### src/hdl/bse_pkg.sv
// shared constants and types for the streaming bubble sort block
package bse_pkg;

    localparam int CAPACITY = 16;
    localparam int CNT_W    = $clog2(CAPACITY + 1);
    localparam int VAL_W    = 32;
    localparam int Q_DEPTH  = 4;
    localparam int QPTR_W   = $clog2(Q_DEPTH);
    localparam int QCNT_W   = $clog2(Q_DEPTH + 1);

    // one classified element on its way from the front to the back
    typedef struct packed {
        logic signed [VAL_W-1:0] value;
        logic                    last;
        logic                    store;
        logic                    ovf;
    } q_item_t;

    typedef struct packed {
        logic full;
        logic empty;
    } q_stat_t;

endpackage

### src/hdl/bse_front.sv
// input side: counts the elements of a list, drops those past capacity, tags the last one
module bse_front
    import bse_pkg::*;
(
    input  logic                    aclk,
    input  logic                    aresetn,
    input  logic                    s_tvalid,
    output logic                    s_tready,
    input  logic signed [VAL_W-1:0] s_tdata,
    input  logic                    s_tlast,
    input  q_stat_t                 q_stat,
    output logic                    push,
    output q_item_t                 push_item
);

    logic [CNT_W-1:0] cnt_reg, cnt_next;
    logic             drop_reg, drop_next;
    logic             accept, room;

    assign s_tready = !q_stat.full;
    assign accept   = s_tvalid && s_tready;
    assign room     = cnt_reg < CNT_W'(CAPACITY);

    // a dropped element only travels on when it closes the list
    assign push            = accept && (room || s_tlast);
    assign push_item.value = s_tdata;
    assign push_item.last  = s_tlast;
    assign push_item.store = room;
    assign push_item.ovf   = drop_reg || !room;

    always_comb begin
        cnt_next  = cnt_reg;
        drop_next = drop_reg;
        if (accept) begin
            if (s_tlast) begin
                cnt_next  = '0;
                drop_next = 1'b0;
            end else if (room) begin
                cnt_next = cnt_reg + CNT_W'(1);
            end else begin
                drop_next = 1'b1;
            end
        end
    end

    always_ff @(posedge aclk) begin
        if (!aresetn) begin
            cnt_reg  <= '0;
            drop_reg <= 1'b0;
        end else begin
            cnt_reg  <= cnt_next;
            drop_reg <= drop_next;
        end
    end

endmodule

### src/hdl/bse_fifo.sv
// short queue of classified elements between the front and the back
module bse_fifo
    import bse_pkg::*;
(
    input  logic    aclk,
    input  logic    aresetn,
    input  logic    push,
    input  q_item_t push_item,
    input  logic    pop,
    output q_item_t pop_item,
    output q_stat_t q_stat
);

    q_item_t           mem [Q_DEPTH];
    logic [QPTR_W-1:0] wr_ptr_reg, rd_ptr_reg;
    logic [QCNT_W-1:0] fill_reg, fill_next;

    assign q_stat.full  = fill_reg == QCNT_W'(Q_DEPTH);
    assign q_stat.empty = fill_reg == '0;
    assign pop_item     = mem[rd_ptr_reg];

    always_comb begin
        fill_next = fill_reg;
        if (push && !pop) begin
            fill_next = fill_reg + QCNT_W'(1);
        end else if (pop && !push) begin
            fill_next = fill_reg - QCNT_W'(1);
        end
    end

    always_ff @(posedge aclk) begin
        if (push) begin
            mem[wr_ptr_reg] <= push_item;
        end
    end

    always_ff @(posedge aclk) begin
        if (!aresetn) begin
            wr_ptr_reg <= '0;
            rd_ptr_reg <= '0;
            fill_reg   <= '0;
        end else begin
            if (push) begin
                wr_ptr_reg <= wr_ptr_reg + QPTR_W'(1);
            end
            if (pop) begin
                rd_ptr_reg <= rd_ptr_reg + QPTR_W'(1);
            end
            fill_reg <= fill_next;
        end
    end

endmodule

### src/hdl/bse_back.sv
// back end: chain of compare cells kept in ascending order, then drained smallest first
module bse_back
    import bse_pkg::*;
(
    input  logic                    aclk,
    input  logic                    aresetn,
    input  q_stat_t                 q_stat,
    input  q_item_t                 pop_item,
    output logic                    pop,
    output logic                    m_tvalid,
    input  logic                    m_tready,
    output logic signed [VAL_W-1:0] m_tdata,
    output logic                    m_tlast,
    output logic                    m_tuser
);

    typedef enum logic {
        ST_LOAD,
        ST_EMIT
    } state_t;

    state_t                  state_reg;
    logic signed [VAL_W-1:0] cell_reg  [CAPACITY];
    logic                    valid_reg [CAPACITY];
    logic signed [VAL_W-1:0] cell_next [CAPACITY];
    logic                    keep      [CAPACITY];
    logic [CNT_W-1:0]        cnt_reg;
    logic                    ovf_reg;
    logic                    out_free;

    assign pop      = (state_reg == ST_LOAD) && !q_stat.empty;
    assign out_free = !m_tvalid || m_tready;

    // each cell keeps its value if it is occupied and not above the new one,
    // takes the new value at the boundary, otherwise takes its left neighbor
    genvar k;
    generate
        for (k = 0; k < CAPACITY; k++) begin : g_cell
            assign keep[k] = valid_reg[k] && !(cell_reg[k] > pop_item.value);
            if (k == 0) begin : g_first
                assign cell_next[k] = keep[k] ? cell_reg[k] : pop_item.value;
            end else begin : g_rest
                assign cell_next[k] = keep[k]   ? cell_reg[k] :
                                      keep[k-1] ? pop_item.value : cell_reg[k-1];
            end
        end
    endgenerate

    always_ff @(posedge aclk) begin
        if (!aresetn) begin
            state_reg <= ST_LOAD;
            cnt_reg   <= '0;
            ovf_reg   <= 1'b0;
            m_tvalid  <= 1'b0;
            for (int i = 0; i < CAPACITY; i++) begin
                valid_reg[i] <= 1'b0;
            end
        end else begin
            case (state_reg)
                ST_LOAD: begin
                    if (m_tready) begin
                        m_tvalid <= 1'b0;
                    end
                    if (pop) begin
                        if (pop_item.store) begin
                            for (int i = 0; i < CAPACITY; i++) begin
                                cell_reg[i] <= cell_next[i];
                            end
                            valid_reg[0] <= 1'b1;
                            for (int i = 1; i < CAPACITY; i++) begin
                                valid_reg[i] <= valid_reg[i] || valid_reg[i-1];
                            end
                            cnt_reg <= cnt_reg + CNT_W'(1);
                        end
                        if (pop_item.last) begin
                            ovf_reg   <= pop_item.ovf;
                            state_reg <= ST_EMIT;
                        end
                    end
                end
                ST_EMIT: begin
                    // not free means valid is held against a low ready
                    if (out_free) begin
                        m_tvalid <= 1'b1;
                        m_tdata  <= cell_reg[0];
                        m_tlast  <= cnt_reg == CNT_W'(1);
                        m_tuser  <= ovf_reg;
                        for (int i = 0; i < CAPACITY - 1; i++) begin
                            cell_reg[i]  <= cell_reg[i+1];
                            valid_reg[i] <= valid_reg[i+1];
                        end
                        valid_reg[CAPACITY-1] <= 1'b0;
                        cnt_reg <= cnt_reg - CNT_W'(1);
                        if (cnt_reg == CNT_W'(1)) begin
                            state_reg <= ST_LOAD;
                        end
                    end
                end
                default: begin
                    if (m_tready) begin
                        m_tvalid <= 1'b0;
                    end
                    state_reg <= ST_LOAD;
                end
            endcase
        end
    end

endmodule

### src/hdl/bubble_sort_early_exit.sv
// top level of the streaming ascending sort: front, queue and sorting back end
//
//  channel | dir | fields
//  s_      | in  | tdata[31:0] value (signed), tlast last
//  m_      | out | tdata[31:0] sorted_value (signed), tlast last_res, tuser overflow
//
// one element per cycle while a list loads and the queue is not empty: each
// request is inserted into the ordered cell chain in the cycle it leaves the
// queue. after the last element the stored elements drain smallest first, held
// while m_tready is low; the input keeps taking requests until the queue (4) fills.
// aresetn is synchronous and clears counts, queue pointers and cell valid bits.
module bubble_sort_early_exit
    import bse_pkg::*;
(
    input  logic                    aclk,
    input  logic                    aresetn,
    input  logic                    s_tvalid,
    output logic                    s_tready,
    input  logic signed [VAL_W-1:0] s_tdata,   // [31:0] value
    input  logic                    s_tlast,
    output logic                    m_tvalid,
    input  logic                    m_tready,
    output logic signed [VAL_W-1:0] m_tdata,   // [31:0] sorted_value
    output logic                    m_tlast,
    output logic                    m_tuser    // [0] overflow
);

    q_stat_t q_stat;
    q_item_t push_item, pop_item;
    logic    push, pop;

    bse_front u_front (
        .aclk      (aclk),
        .aresetn   (aresetn),
        .s_tvalid  (s_tvalid),
        .s_tready  (s_tready),
        .s_tdata   (s_tdata),
        .s_tlast   (s_tlast),
        .q_stat    (q_stat),
        .push      (push),
        .push_item (push_item)
    );

    bse_fifo u_fifo (
        .aclk      (aclk),
        .aresetn   (aresetn),
        .push      (push),
        .push_item (push_item),
        .pop       (pop),
        .pop_item  (pop_item),
        .q_stat    (q_stat)
    );

    bse_back u_back (
        .aclk     (aclk),
        .aresetn  (aresetn),
        .q_stat   (q_stat),
        .pop_item (pop_item),
        .pop      (pop),
        .m_tvalid (m_tvalid),
        .m_tready (m_tready),
        .m_tdata  (m_tdata),
        .m_tlast  (m_tlast),
        .m_tuser  (m_tuser)
    );

    a_no_push_full: assert property (@(posedge aclk) disable iff (!aresetn)
        !(push && q_stat.full))
        else $error("queue written while full");

    a_no_pop_empty: assert property (@(posedge aclk) disable iff (!aresetn)
        pop |-> !q_stat.empty)
        else $error("queue read while empty");

    a_m_hold: assert property (@(posedge aclk) disable iff (!aresetn)
        (m_tvalid && !m_tready) |=> $stable({m_tvalid, m_tdata, m_tlast, m_tuser}))
        else $error("output changed while stalled");

endmodule
### config.mk
export PLATFORM = sky130hd
export DESIGN_NAME = bubble_sort_early_exit
export DESIGN_NICKNAME = d
export VERILOG_FILES = /design/src/hdl/bse_pkg.sv /design/src/hdl/bse_front.sv /design/src/hdl/bse_fifo.sv /design/src/hdl/bse_back.sv /design/src/hdl/bubble_sort_early_exit.sv
export SDC_FILE = /design/constraint.sdc
export NUM_CORES = 2
export LEC_CHECK = 0
export BUFFER_PORTS_ARGS = -buffer_cell sky130_fd_sc_hd__buf_2
export CAP_MARGIN = 5
export CORE_ASPECT_RATIO = 0.9
export CORE_MARGIN = 2
export CORE_UTILIZATION = 50
export CTS_CLUSTER_DIAMETER = 30
export DETAILED_ROUTE_END_ITERATION = 7
export PLACE_DENSITY_LB_ADDON = 0.3
export SLEW_MARGIN = 5
export SYNTH_ARGS = -nofsm -noshare
export SYNTH_HDL_FRONTEND = slang
export SYNTH_SLANG_ARGS = --single-unit
### constraint.sdc
create_clock -name aclk -period 5.8 [get_ports aclk]
set_input_delay 0.58 -clock aclk [delete_from_list [all_inputs] [get_ports aclk]]
set_output_delay 0.58 -clock aclk [all_outputs]
set_load 0.02 [all_outputs]
==> run_summary.xml <==
<?xml version="1.0" encoding="UTF-8"?>
<metrics>
  <group name="place">
    <metric name="place.detailed.hpwl" unit="mm">87.4</metric>
    <metric name="port_buffers" unit="">72</metric>
    <metric name="dp_worst_setup_slack" unit="ps">342</metric>
    <metric name="place.gp.congestion" unit="">0.914</metric>
  </group>
  <group name="synth">
    <metric name="synth_top_cells_by_area" unit="">edfxtp_1 (47%), ha_1 (15%), nand2_1 (5.5%), o211ai_1 (4.6%), mux2i_1 (4.4%)</metric>
    <metric name="synth.largest_area_cell" unit="">edfxtp_1</metric>
    <metric name="synthesis.area_per_instance" unit="sq um">11.0</metric>
    <metric name="postSynth.asyncResetShare" unit="">0</metric>
    <metric name="synth_enable_flop_cells" unit="">692</metric>
    <metric name="synth-main-ff-cell" unit="">edfxtp_1</metric>
    <metric name="ys_seq_area_frac" unit="">0.486</metric>
    <metric name="synth_seq_cells" unit="">725</metric>
    <metric name="yosysTopAreaCellShare" unit="">0.471</metric>
    <metric name="post_syn_area" unit="sq um">44100</metric>
    <metric name="yosys_warnings" unit="">0</metric>
    <metric name="yosysUniqueCellTypes" unit="">74</metric>
    <metric name="syn-num-nets" unit="">4576</metric>
    <metric name="synth_cells" unit="">4017</metric>
  </group>
  <group name="worst_setup_path">
    <metric name="arrival" unit="ps">5940</metric>
    <metric name="end_kind" unit="">register</metric>
    <metric name="timing.critical_path.depth" unit="">14</metric>
    <metric name="timing.critical_path.required" unit="ps">6270</metric>
    <metric name="path_class" unit="">register to register</metric>
    <metric name="setup.worst_path.start_class" unit="">register</metric>
    <metric name="cpPeakStageDelay" unit="ps">810</metric>
    <metric name="crit_path_top_delay_cell" unit="">mux4_4</metric>
    <metric name="worst-path-buf-inv" unit="">4</metric>
    <metric name="crit_chain" unit="">buf_12 &gt; mux4_4 &gt; inv_1 &gt; buf_4 &gt; ha_1 &gt; nand4_1 &gt; or3_1 &gt; nor4_4 &gt; a31oi_1 &gt; a32oi_1 &gt; o2111ai_4 &gt; buf_4 &gt; nand3_1 &gt; o211ai_1</metric>
    <metric name="crit_family" unit="">simple AND/OR/NAND/NOR gates</metric>
    <metric name="worstRegToRegCells" unit="">14</metric>
    <metric name="critical_path.max_fanout" unit="">32</metric>
    <metric name="path_common_cell" unit="">buf_4</metric>
  </group>
  <group name="timing">
    <metric name="timing.setup.tns" unit="ps">0</metric>
    <metric name="rsz0062_at_grt" unit="">false</metric>
    <metric name="setup_viol" unit="">0</metric>
    <metric name="max_freq" unit="GHz">0.183</metric>
    <metric name="final-hold-violation-count" unit="">0</metric>
    <metric name="finalWorstPathRequiredPeriod" unit="ps">5470</metric>
    <metric name="timing_max_transition_violations_final" unit="">0</metric>
    <metric name="finalCritPeriodShare" unit="">0.943</metric>
    <metric name="timing.final.ws_setup" unit="ps">330</metric>
    <metric name="relSlewSlack" unit="">0.366</metric>
    <metric name="worst_pin_slew" unit="ps">944</metric>
    <metric name="final.setup_skew" unit="ps">34.0</metric>
    <metric name="fin_worst_hold_slack" unit="ps">42.2</metric>
  </group>
  <group name="grt">
    <metric name="grt_use_total" unit="">0.271</metric>
    <metric name="number_of_antenna_violations_at_the_first_check_in_global_routing" unit="">2</metric>
    <metric name="maximum_number_of_pins_on_one_net_before_global_route_repair" unit="">145</metric>
    <metric name="grt_pass1_vias" unit="">34466</metric>
    <metric name="grt-ovfl-total" unit="">0</metric>
    <metric name="first_pass_grt_wire_length" unit="mm">192</metric>
  </group>
  <group name="cts">
    <metric name="root_buffer" unit="">clkbuf_16</metric>
    <metric name="tritoncts" unit="">done</metric>
    <metric name="clk_latency" unit="ps">760</metric>
    <metric name="ctsHtreeMaxLevel" unit="">4</metric>
    <metric name="cts.repair.resized" unit="">0</metric>
    <metric name="clockBufferDepth" unit="">3</metric>
    <metric name="cts_setup_buffers" unit="">0</metric>
    <metric name="clock-sinks" unit="">725</metric>
    <metric name="cts-buffers-inserted" unit="">168</metric>
    <metric name="holdBufCountCts" unit="">0</metric>
    <metric name="clk_pin_slew" unit="ps">60</metric>
  </group>
  <group name="job">
    <metric name="maxCapViolations" unit="">0</metric>
  </group>
  <group name="detailed_routing">
    <metric name="route.detailed.drc" unit="">0</metric>
    <metric name="first_iter_violations" unit="">3354</metric>
    <metric name="antenna_violating_nets_post_route" unit="">0</metric>
    <metric name="drt-vias-per-instance" unit="">6.25</metric>
    <metric name="vias" unit="">34146</metric>
    <metric name="post_drt_wl_per_cell" unit="um">22.4</metric>
    <metric name="routed_wl" unit="mm">122</metric>
    <metric name="drt-pass1-iter-count" unit="">6</metric>
  </group>
  <group name="cells_and_area">
    <metric name="final_core_util" unit="">0.595</metric>
    <metric name="largest_register_ffs" unit="">512</metric>
    <metric name="post_route_cells_drive_above_1_share" unit="">0.121</metric>
    <metric name="antenna-diode-count" unit="">0</metric>
    <metric name="nets" unit="">4723</metric>
    <metric name="areaGrowthSynthToFinish" unit="%">18.1</metric>
  </group>
  <group name="floorplan">
    <metric name="rows" unit="">103</metric>
    <metric name="start_util" unit="">0.504</metric>
    <metric name="chipWidth" unit="um">317</metric>
    <metric name="core_region_area" unit="sq um">87500</metric>
    <metric name="ios" unit="">73</metric>
    <metric name="die_h" unit="um">286</metric>
    <metric name="floorplan.die_area" unit="sq um">90500</metric>
  </group>
  <group name="run_status">
    <metric name="run_status" unit="">finished, final reports clean</metric>
  </group>
  <group name="hold_path">
    <metric name="hold_depth" unit="">1</metric>
    <metric name="hp-class" unit="">primary input to register</metric>
  </group>
</metrics>
routing by layer:
metal | up-vias | share of wire | GRT usage
met5 | - | 0 | 0
met4 | 0 | 0.027 | 0.0910
met3 | 229 | 0.068 | 0.0484
met2 | 1238 | 0.47 | 0.433
met1 | 16762 | 0.44 | 0.373
li1 | 15917 | - | -
final cells by class:
type / instances / area (sq um)
inverter: 80 / 308
clock inverter: 117 / 1490
sequential: 725 / 21400
tap: 1155 / 1450
multi-input combinational: 3008 / 21600
timing repair buffer: 181 / 1300
clock buffer: 195 / 4400
fill: 7094 / 35500
per-stage QoR:
step,instance area (sq um),instances
2_1_floorplan,44100,4017
3_3_place_gp,46100,5148
3_5_place_dp,46100,5148
4_1_cts,52000,5460
5_1_grt,52000,5461
6_report,52000,5461
worst paths after layout:
path                        from                    end  slack [ps]
setup / recovery        register  u_back.cell_reg[2][8]         330
hold / removal       s_tdata[27]      u_fifo.mem[2][30]          40
setup reg to reg        register  u_back.cell_reg[2][8]         330
hold reg to reg   u_back.ovf_reg         u_back.m_tuser         430
synthesized netlist by cell type (all sizes together) (8+ instances only):
cell type	n
a211oi	34
and4	9
o211ai	268
dfxtp	33
nor3	35
nor4	21
mux2	31
o21ai	237
o221ai	16
a221oi	9
o21a	8
nor2b	20
clkbuf	156
and3	10
inv	79
nand2	645
and2	11
mux2i	194
ha	521
a21oi	238
nand4	104
edfxtp	692
nand3	310
mux4	35
a21o	50
nor2	104
buf	49
kinds of logic after synthesis:
kind of cell | Yosys count | share of synthesized area
adders and majority gates | 522 | 0.148
DFF | 725 | 0.486
muxes | 260 | 0.0715
and+or+nand+nor | 1298 | 0.133
buffers and inverters | 285 | 0.0266
xor gates and xnor gates | 9 | 0.00179
AOI/OAI and AO/OA | 918 | 0.132
layout by cell type (no fill, tap or decap), drive strengths merged, types with 60 or more instances in the layout:
cell    instances
nand2         645
nor2          105
edfxtp        692
nand3         310
nand4         104
buf           181
ha            521
clkinv         60
inv            93
a21oi         238
mux2i         194
o21ai         237
clkbuf        195
o211ai        268
Power is left out: the tool's default activity adds up to more than one toggle a clock period on the data nets, which glitch-free logic cannot reach.
